**src/bgr_pkg.sv**
```systemverilog
// Shared constants, types and codes for the bilinear grid resampler.
`default_nettype none
package bgr_pkg;

	localparam int SRC_W_MAX = 512;
	localparam int SRC_H_MAX = 256;
	localparam int DST_MAX   = 4096;
	localparam int FRAC      = 16;

	localparam int SW_W      = 10;
	localparam int SH_W      = 9;
	localparam int TD_W      = 13;
	localparam int COORD_W   = 12;
	localparam int SMP_W     = 16;

	localparam int XW        = $clog2(SRC_W_MAX);
	localparam int YW        = $clog2(SRC_H_MAX);
	localparam int ADDR_W    = XW + YW;
	localparam int GRID_DEPTH = SRC_W_MAX * SRC_H_MAX;
	localparam int DEN_W     = $clog2(DST_MAX);
	localparam int NUM_W     = COORD_W + XW;
	localparam int QUO_W     = DEN_W + FRAC;
	localparam int DIV_STEP  = 4;
	localparam int DIV_CYC   = QUO_W / DIV_STEP;
	localparam int STEP_W    = $clog2(DIV_CYC);
	localparam int WF_W      = FRAC + 1;
	localparam int WGT_W     = 2 * WF_W;
	localparam int PROD_W    = SMP_W + WGT_W;
	localparam int NB_CNT_W  = 3;

	localparam int CFG_IDX_W  = 2;
	localparam int CFG_DATA_W = 13;

	localparam logic [CFG_IDX_W-1:0] CFG_SRC_WIDTH  = 2'd0;
	localparam logic [CFG_IDX_W-1:0] CFG_SRC_HEIGHT = 2'd1;
	localparam logic [CFG_IDX_W-1:0] CFG_DST_WIDTH  = 2'd2;
	localparam logic [CFG_IDX_W-1:0] CFG_DST_HEIGHT = 2'd3;

	localparam logic REQ_WRITE = 1'b0;
	localparam logic REQ_QUERY = 1'b1;

	typedef enum logic [2:0] {
		ST_IDLE,
		ST_MUL,
		ST_DIV,
		ST_FETCH,
		ST_DONE
	} state_t;

	// Control from the sequencer to the weighting datapath.
	typedef struct packed {
		logic       clear;
		logic       issue;
		logic [1:0] nb;
	} mac_ctl_t;

endpackage
`default_nettype wire

```
**src/bgr_div.sv**
```systemverilog
// Radix-16 restoring divider giving position index and fraction in one quotient.
`default_nettype none
module bgr_div (
	input  wire logic                         clk,
	input  wire logic                         arst_n,
	input  wire logic                         start,
	input  wire logic [bgr_pkg::NUM_W-1:0]    num,
	input  wire logic [bgr_pkg::DEN_W-1:0]    den,
	output logic                              done,
	output logic      [bgr_pkg::QUO_W-1:0]    quot
);

	logic                          busy_q;
	logic [bgr_pkg::STEP_W-1:0]    step_q;
	logic [bgr_pkg::DEN_W-1:0]     rem_q;
	logic [bgr_pkg::DEN_W-1:0]     den_q;
	logic [bgr_pkg::QUO_W-1:0]     sh_q;
	logic [bgr_pkg::DEN_W-1:0]     rem_nx;
	logic [bgr_pkg::QUO_W-1:0]     sh_nx;
	logic [bgr_pkg::DEN_W:0]       trial;

	// Dividend is num * 2^FRAC; its top bits start out as the remainder.
	always_comb begin
		rem_nx = rem_q;
		sh_nx  = sh_q;
		trial  = '0;
		for (int i = 0; i < bgr_pkg::DIV_STEP; i++) begin
			trial = {rem_nx, sh_nx[bgr_pkg::QUO_W-1]};
			if (trial >= {1'b0, den_q}) begin
				rem_nx = bgr_pkg::DEN_W'(trial - {1'b0, den_q});
				sh_nx  = {sh_nx[bgr_pkg::QUO_W-2:0], 1'b1};
			end else begin
				rem_nx = trial[bgr_pkg::DEN_W-1:0];
				sh_nx  = {sh_nx[bgr_pkg::QUO_W-2:0], 1'b0};
			end
		end
	end

	assign done = busy_q && (step_q == bgr_pkg::STEP_W'(bgr_pkg::DIV_CYC - 1));
	assign quot = sh_q;

	always_ff @(posedge clk or negedge arst_n) begin
		if (!arst_n) begin
			busy_q <= 1'b0;
			step_q <= '0;
		end else if (start) begin
			busy_q <= 1'b1;
			step_q <= '0;
		end else if (busy_q) begin
			busy_q <= !done;
			step_q <= step_q + 1'b1;
		end
	end

	always_ff @(posedge clk) begin
		if (start) begin
			rem_q <= bgr_pkg::DEN_W'(num >> bgr_pkg::DEN_W);
			sh_q  <= {num[bgr_pkg::DEN_W-1:0], {bgr_pkg::FRAC{1'b0}}};
			den_q <= den;
		end else if (busy_q) begin
			rem_q <= rem_nx;
			sh_q  <= sh_nx;
		end
	end

endmodule
`default_nettype wire

```
**config.mk**
```make
export PLATFORM = sky130hd
export DESIGN_NAME = bgr_div
export DESIGN_NICKNAME = d
export VERILOG_FILES = /design/src/bgr_pkg.sv /design/src/bgr_div.sv
export SDC_FILE = /design/constraint.sdc
export NUM_CORES = 1
export LEC_CHECK = 0
export CELL_PAD_IN_SITES_DETAIL_PLACEMENT = 0
export CELL_PAD_IN_SITES_GLOBAL_PLACEMENT = 1
export CORE_MARGIN = 4
export CORE_UTILIZATION = 25
export DETAILED_ROUTE_END_ITERATION = 8
export DONT_BUFFER_PORTS = 1
export PLACE_DENSITY_LB_ADDON = 0.1
export SLEW_MARGIN = 20
export SYNTH_ARGS = -nofsm -noshare
export SYNTH_HDL_FRONTEND = slang
export SYNTH_SLANG_ARGS = --single-unit
```
**constraint.sdc**
```tcl
create_clock -name clk -period 25.4 [get_ports clk]
set_input_delay 2.54 -clock clk [delete_from_list [all_inputs] [get_ports clk]]
set_output_delay 2.54 -clock clk [all_outputs]
set_load 0.1 [all_outputs]
```
==> results.py, run 1 <==
metrics = {
    "sta": {
        "final.setup_skew_ns": 0.00773,
        "count_of_final_hold_check_violations": 0,
        "setup_violations": 0,
        "maxClockFrequency_ghz": 0.0928,
        "layout_min_cycle_time_ns": 10.77,
        "timing_max_transition_violations_final": 0,
        "period_share_pct": 42.4,
        "rsz0062_at_grt": "false",
        "timing.slew.headroom_pct": 28.0,
        "timing.setup.tns_ns": 0,
        "worst-slew-pin-transition_ns": 1.08,
        "worst_hold_slack_ns": 0.559,
    },
    "cells_and_area": {
        "layout-area-overhead-vs-synth_pct": 5.71,
        "antenna_cells_inserted": 0,
        "drive_gt1_share_pct": 7.51,
        "final_net_count": 635,
        "final_util_pct": 27.3,
        "final_cells": 811,
    },
    "worst_setup_path": {
        "arr_time_crit_path_ns": 10.93,
        "end_kind": "flip-flop",
        "max_stage_delay_on_crit_path_ns": 0.89,
        "crit_path_start_kind": "flip-flop",
        "worstSetupPathType": "flip-flop to flip-flop",
        "worstPathMaxFanout": 20,
        "crit_required_ns": 25.56,
        "critPathMostFrequentCell": "sky130_fd_sc_hd__o21ai_0",
        "critical-path-slowest-cell": "sky130_fd_sc_hd__o31ai_2",
    },
    "clock_tree": {
        "clock-root-buffer": "sky130_fd_sc_hd__clkbuf_16",
        "worst_skew_pair.late_latency_ns": 0.30,
        "cts_hold_repair.buffers": 0,
        "clk_pin_slew_worst_paths_ns": 0.08,
        "htree_levels": 2,
        "cts_tree": "built",
        "post_cts_buffers": 0,
        "cts.sink_count": 56,
        "number_of_buffers_added_by_the_clock_tree_synthesis_step": 5,
        "postCtsResizedCells": 0,
        "clock_path_buffers": 2,
    },
    "routing": {
        "vias_per_cell": 5.03,
        "route.detailed.drc": 0,
        "via_count": 4082,
        "first_pass_iters": 4,
        "routed-wl-met3_microns": 767,
        "wl_met2_microns": 7790,
        "finalWirelength_microns": 16200,
        "avgRoutedWirePerCell_microns": 20.0,
        "initialDrtViolationCount": 210,
        "wl_met1_microns": 7400,
        "top_signal_layer_used": "met4",
        "route.antenna.remaining_nets": 0,
    },
    "placed_design": {
        "gp_routability_congestion": 0.845,
        "dp.cells": 803,
        "placement.io_buffers": 0,
        "hpwl_microns": 12900,
    },
    "synth": {
        "cell_with_the_most_instances_after_synthesis": "sky130_fd_sc_hd__ha_1",
        "post-synth-top-area-fraction_pct": 19.5,
        "postSynth.topFlopCell": "sky130_fd_sc_hd__edfxtp_1",
        "post_synth.cell_area_avg_sq_um": 8.86,
        "post_syn_area_sq_mm": 0.00508,
        "synth-seq-area-share_pct": 28.9,
        "synth.area.mux_share_pct": 8.20,
        "synth-compound-area-share_pct": 19.7,
        "synth-edff-count": 33,
        "yosys-top-cells-count": "sky130_fd_sc_hd__ha_1, sky130_fd_sc_hd__nor2_1, sky130_fd_sc_hd__nand2_1, sky130_fd_sc_hd__a21oi_1, sky130_fd_sc_hd__inv_1",
        "synth-seq-cells": 56,
        "synth.top_cells.by_area": "sky130_fd_sc_hd__edfxtp_1, sky130_fd_sc_hd__ha_1, sky130_fd_sc_hd__dfxtp_1",
        "synthAdderAreaFrac_pct": 13.9,
        "yosys_warnings": 0,
        "synthXorXnorAreaFrac_pct": 5.34,
        "synthCells": 574,
        "synth_fp_nets": 664,
        "synth_top_cell_by_area": "sky130_fd_sc_hd__edfxtp_1",
        "async_reset_ff_share_pct": 7.14,
        "synth_top_family_by_area": "compound AO/OA/AOI/OAI gates",
        "library_cells_used_by_synthesis": 65,
        "synth_simple_gate_area_share_pct": 16.0,
    },
    "floorplanning": {
        "fp.coreArea_sq_mm": 0.0197,
        "fp-row-count": 51,
        "fp.dieH_microns": 151,
        "fp.dieW_microns": 151,
        "io_pins": 65,
        "die_area_sq_mm": 0.0227,
        "initial_core_util_pct": 25.8,
    },
    "global_route": {
        "grtUsageTotal_pct": 14.4,
        "grt_start_max_net_pins": 64,
        "number_of_global_route_vias_before_repair": 4177,
        "initial_antenna_violation_count": 0,
        "grt.overflow.total": 0,
        "grt_first_pass_wirelength_microns": 24800,
    },
    "run": {
        "maxCapViolations": 0,
    },
    "min_path": {
        "worst_hold_path_type": "flip-flop to flip-flop",
    },
    "run_status": {
        "status": "finished clean",
    },
}
==> final timing paths <==
| check | from | end | slack [ns] | cells after the start |
|---|---|---|---|---|
| max | den_q[1]$_DFFE_PP_ | rem_q[0]$_DFFE_PP_ | 14.63 | 32 |
| min | step_q[1]$_DFFE_PN0P_ | step_q[1]$_DFFE_PN0P_ | 0.56 | 2 |
| max reg2reg | den_q[1]$_DFFE_PP_ | rem_q[0]$_DFFE_PP_ | 14.63 | 32 |
| min reg2reg | step_q[1]$_DFFE_PN0P_ | step_q[1]$_DFFE_PN0P_ | 0.56 | 2 |
| max in group asynchronous | arst_n | busy_q$_DFF_PN0_ | 23.40 | 0 |
| min in group asynchronous | arst_n | step_q[0]$_DFFE_PN0P_ | 1.93 | 0 |
==> state kept, by name, summed over array words and instances (netlist names) <==
register  count
quot         28
den_q        12
rem_q        12
step_q        3
busy_q        1
==> per-layer routing <==
layer	GRT usage, %	vias up
li1	-	2013
met1	18.5	1948
met2	24.8	104
met3	3.10	17
met4	3.58	0
met5	0	-
==> worst max-delay path: cells and delay by family (launching register included) <==
kind            cells  cell delay, ns
simple gates        6            1.34
flops               1            0.47
buf+inv             2            0.55
compound gates     17            5.59
fa+ha+maj           4            1.42
mux                 3            1.25
==> layout make-up <==
class / count / area [sq um]
tap: 265 / 332
multi-input combinational: 439 / 3220
fill: 2111 / 14300
clock buffer: 8 / 179
timing repair buffer: 4 / 30.0
sequential: 56 / 1470
inverter: 39 / 146
==> layout by cell type, fill, tap and decap left out, types with 12 or more instances in the layout <==
cell type                  netlist  layout
sky130_fd_sc_hd__nor3_1         18      18
sky130_fd_sc_hd__xnor2_1        19      19
sky130_fd_sc_hd__edfxtp_1       33      33
sky130_fd_sc_hd__ha_1           50      50
sky130_fd_sc_hd__mux2_2         17      17
sky130_fd_sc_hd__dfxtp_1        19      19
sky130_fd_sc_hd__xor2_1         12      12
sky130_fd_sc_hd__nand2_1        45      45
sky130_fd_sc_hd__mux2i_1        18      18
sky130_fd_sc_hd__o21ai_0        28      28
sky130_fd_sc_hd__nand3_1        14      14
sky130_fd_sc_hd__inv_1          39      39
sky130_fd_sc_hd__nor2_1         46      45
sky130_fd_sc_hd__a21oi_1        42      42
==> through the flow <==
| stage | setup WS (ns) | cell area (sq um) |
|---|---|---|
| floorplan | 16.43 | 5080 |
| global placement | 14.91 | 5190 |
| detailed placement | 14.69 | 5190 |
| CTS | 14.61 | 5370 |
| global route | 13.46 | 5370 |
| finish | 14.63 | 5370 |
==> cells by family after synthesis <==
| group | after synthesis |
|---|---|
| multiplexers | 38 |
| XOR/XNOR | 31 |
| AO/OA/AOI/OAI | 147 |
| AND/OR/NAND/NOR | 169 |
| adder cells (fa/ha/maj) | 54 |
| buffers and inverters | 79 |
| flip-flops | 56 |
Power of run 1 is not shown: default switching activity piles up to over one toggle a cycle in this logic, so the estimate is an artifact.
==> inputs of run 2 (changes only) <==
==> constraint.sdc (replaced) <==
create_clock -name clk -period 8.8 [get_ports clk]
set_input_delay 0.88 -clock clk [delete_from_list [all_inputs] [get_ports clk]]
set_output_delay 0.88 -clock clk [all_outputs]
set_load 0.1 [all_outputs]
==> run 2 against run 1 <==
Fmax increased by 27%. Final cell count increased by 9.4%. Utilization increased by 4.0 points. Flip-flop and latch count unchanged. First-iteration DRC count decreased by 6.7%. Via count increased by 5.9%. Hold slack got worse by 0.29 ns. Wire length increased by 2.2%. Clock skew decreased by 0.0026 ns. Count of clock-buffer cells in the layout unchanged. Global-route usage increased by 0.18 points. Final area increased by 15%.
==> results.py, run 2 (synthesis results as in run 1) <==
metrics = {
    "global_route": {
        "grtUsageTotal_pct": 14.6,
        "grt.overflow.total": 0,
        "number_of_global_route_vias_before_repair": 4441,
        "grt_start_max_net_pins": 64,
        "initial_antenna_violation_count": 0,
        "grt_first_pass_wirelength_microns": 25400,
    },
    "routing": {
        "avgRoutedWirePerCell_microns": 18.7,
        "via_count": 4323,
        "finalWirelength_microns": 16600,
        "first_pass_iters": 4,
        "route.detailed.drc": 0,
        "initialDrtViolationCount": 196,
        "vias_per_cell": 4.87,
        "route.antenna.remaining_nets": 0,
    },
    "placed_design": {
        "placement.io_buffers": 0,
        "hpwl_microns": 13800,
        "dp.cells": 874,
        "gp_routability_congestion": 0.878,
    },
    "worst_setup_path": {
        "crit_buf_inv": 4,
        "worstSetupPathType": "flip-flop to flip-flop",
        "arr_time_crit_path_ns": 8.60,
        "critical-path-slowest-cell": "sky130_fd_sc_hd__or4_4",
        "r2r_cells": 32,
        "cell_family_contributing_the_most_delay_on_the_critical_path": "compound AO/OA/AOI/OAI gates",
        "critical_path_depth": 32,
        "max_stage_delay_on_crit_path_ns": 0.66,
        "critPathMostFrequentCell": "sky130_fd_sc_hd__ha_1",
        "crit_required_ns": 8.95,
        "worstPathMaxFanout": 6,
        "end_kind": "flip-flop",
        "crit_path_start_kind": "flip-flop",
    },
    "cells_and_area": {
        "fillers": 2093,
        "drive_gt1_share_pct": 23.0,
        "layout_commonest_cell": "sky130_fd_sc_hd__buf_4",
        "final_net_count": 711,
        "final_cells": 887,
        "final_util_pct": 31.2,
        "layout-area-overhead-vs-synth_pct": 21.1,
        "largest_register_ffs": 28,
        "final-seq-area_sq_mm": 0.00147,
        "antenna_cells_inserted": 0,
        "multi_input_area_sq_mm": 0.00340,
        "mostFrequentLayoutCells": "sky130_fd_sc_hd__buf_4, sky130_fd_sc_hd__nor2_1, sky130_fd_sc_hd__nand2_1, sky130_fd_sc_hd__ha_1",
    },
    "clock_tree": {
        "clock-root-buffer": "sky130_fd_sc_hd__clkbuf_16",
        "worst_skew_pair.late_latency_ns": 0.30,
        "cts_tree": "built",
        "number_of_buffers_added_by_the_clock_tree_synthesis_step": 5,
        "htree_levels": 2,
        "clock_path_buffers": 2,
        "cts.sink_count": 56,
        "clk_pin_slew_worst_paths_ns": 0.07,
    },
    "run": {
        "maxCapViolations": 0,
    },
    "run_status": {
        "status": "finished clean",
    },
    "floorplanning": {
        "fp.dieW_microns": 151,
        "initial_core_util_pct": 25.8,
        "io_pins": 65,
        "fp.dieH_microns": 151,
        "fp.coreArea_sq_mm": 0.0197,
        "fp-row-count": 51,
        "die_area_sq_mm": 0.0227,
    },
    "min_path": {
        "worst_hold_path_type": "input pin to async pin",
    },
    "sta": {
        "final.setup_skew_ns": 0.00516,
        "period_share_pct": 96.1,
        "worst-slew-pin-transition_ns": 1.07,
        "layout_min_cycle_time_ns": 8.45,
        "count_of_final_hold_check_violations": 0,
        "setup_violations": 0,
        "timing.slew.headroom_pct": 28.4,
        "maxClockFrequency_ghz": 0.118,
        "timing_max_transition_violations_final": 0,
    },
}
==> run 2: worst register-to-register path: cells and delay by family, from the launching register on <==
| family | cells | cell delay (ns) |
|---|---|---|
| AOI/OAI and AO/OA | 10 | 2.43 |
| adders and majority gates | 4 | 1.28 |
| and+or+nand+nor | 10 | 2.20 |
| muxes | 4 | 1.32 |
| DFF | 1 | 0.43 |
| buffers and inverters | 4 | 0.66 |
==> run 2: worst paths after layout <==
path                                            start                    end  slack (ns)
max in group asynchronous                      arst_n  step_q[1]$_DFFE_PN0P_        8.46
worst min-delay path                           arst_n  step_q[2]$_DFFE_PN0P_        0.27
worst max-delay path               rem_q[8]$_DFFE_PP_     rem_q[0]$_DFFE_PP_        0.35
min in group clk                step_q[1]$_DFFE_PN0P_  step_q[1]$_DFFE_PN0P_        0.55
worst max register to register     rem_q[8]$_DFFE_PP_     rem_q[0]$_DFFE_PP_        0.35
worst min register to register  step_q[1]$_DFFE_PN0P_  step_q[1]$_DFFE_PN0P_        0.55
==> run 2: area by class of cell <==
| class | instances | share of cell area (%) |
|---|---|---|
| clock buffers | 8 | 2.91 |
| inverters | 39 | 2.38 |
| multi-input cells | 439 | 55.3 |
| flip-flops and latches | 56 | 23.9 |
| well taps | 265 | 5.39 |
| repair buffers | 80 | 10.2 |
==> run 2: metrics by stage <==
step / cell area, sq um / hold slack (ns) / setup TNS (ns) / setup WS [ns]
6_report: 6160 / 0.272 / 0 / 0.346
5_1_grt: 6160 / 0.257 / -0.151 / -0.0397
4_1_cts: 5960 / 0.263 / 0 / 0.0284
3_5_place_dp: 5750 / 0.544 / -2.19 / -0.273
3_3_place_gp: 5750 / 0.533 / -2.12 / -0.269
2_1_floorplan: 5090 / 0.472 / 0 / 0.0250
==> run 2: routing by layer <==
metal	GRT usage, %	share of wire, %	vias up
met3	2.32	3.7	34
met5	0	0	-
met1	19.8	47	2027
met4	6.26	4.2	0
met2	23.1	45	100
li1	-	-	2162
==> run 2: what timing repair did <==
item                                    in CTS  in global routing
endpoints found under the setup margin      12                 13
setup buffers                                0                  4
hold buffers                                 0                  0
gates cloned                                 0                  1
gates resized for setup                      6                 33
pin swaps                                    2                  9
Power of run 2 is left out for the same reason.
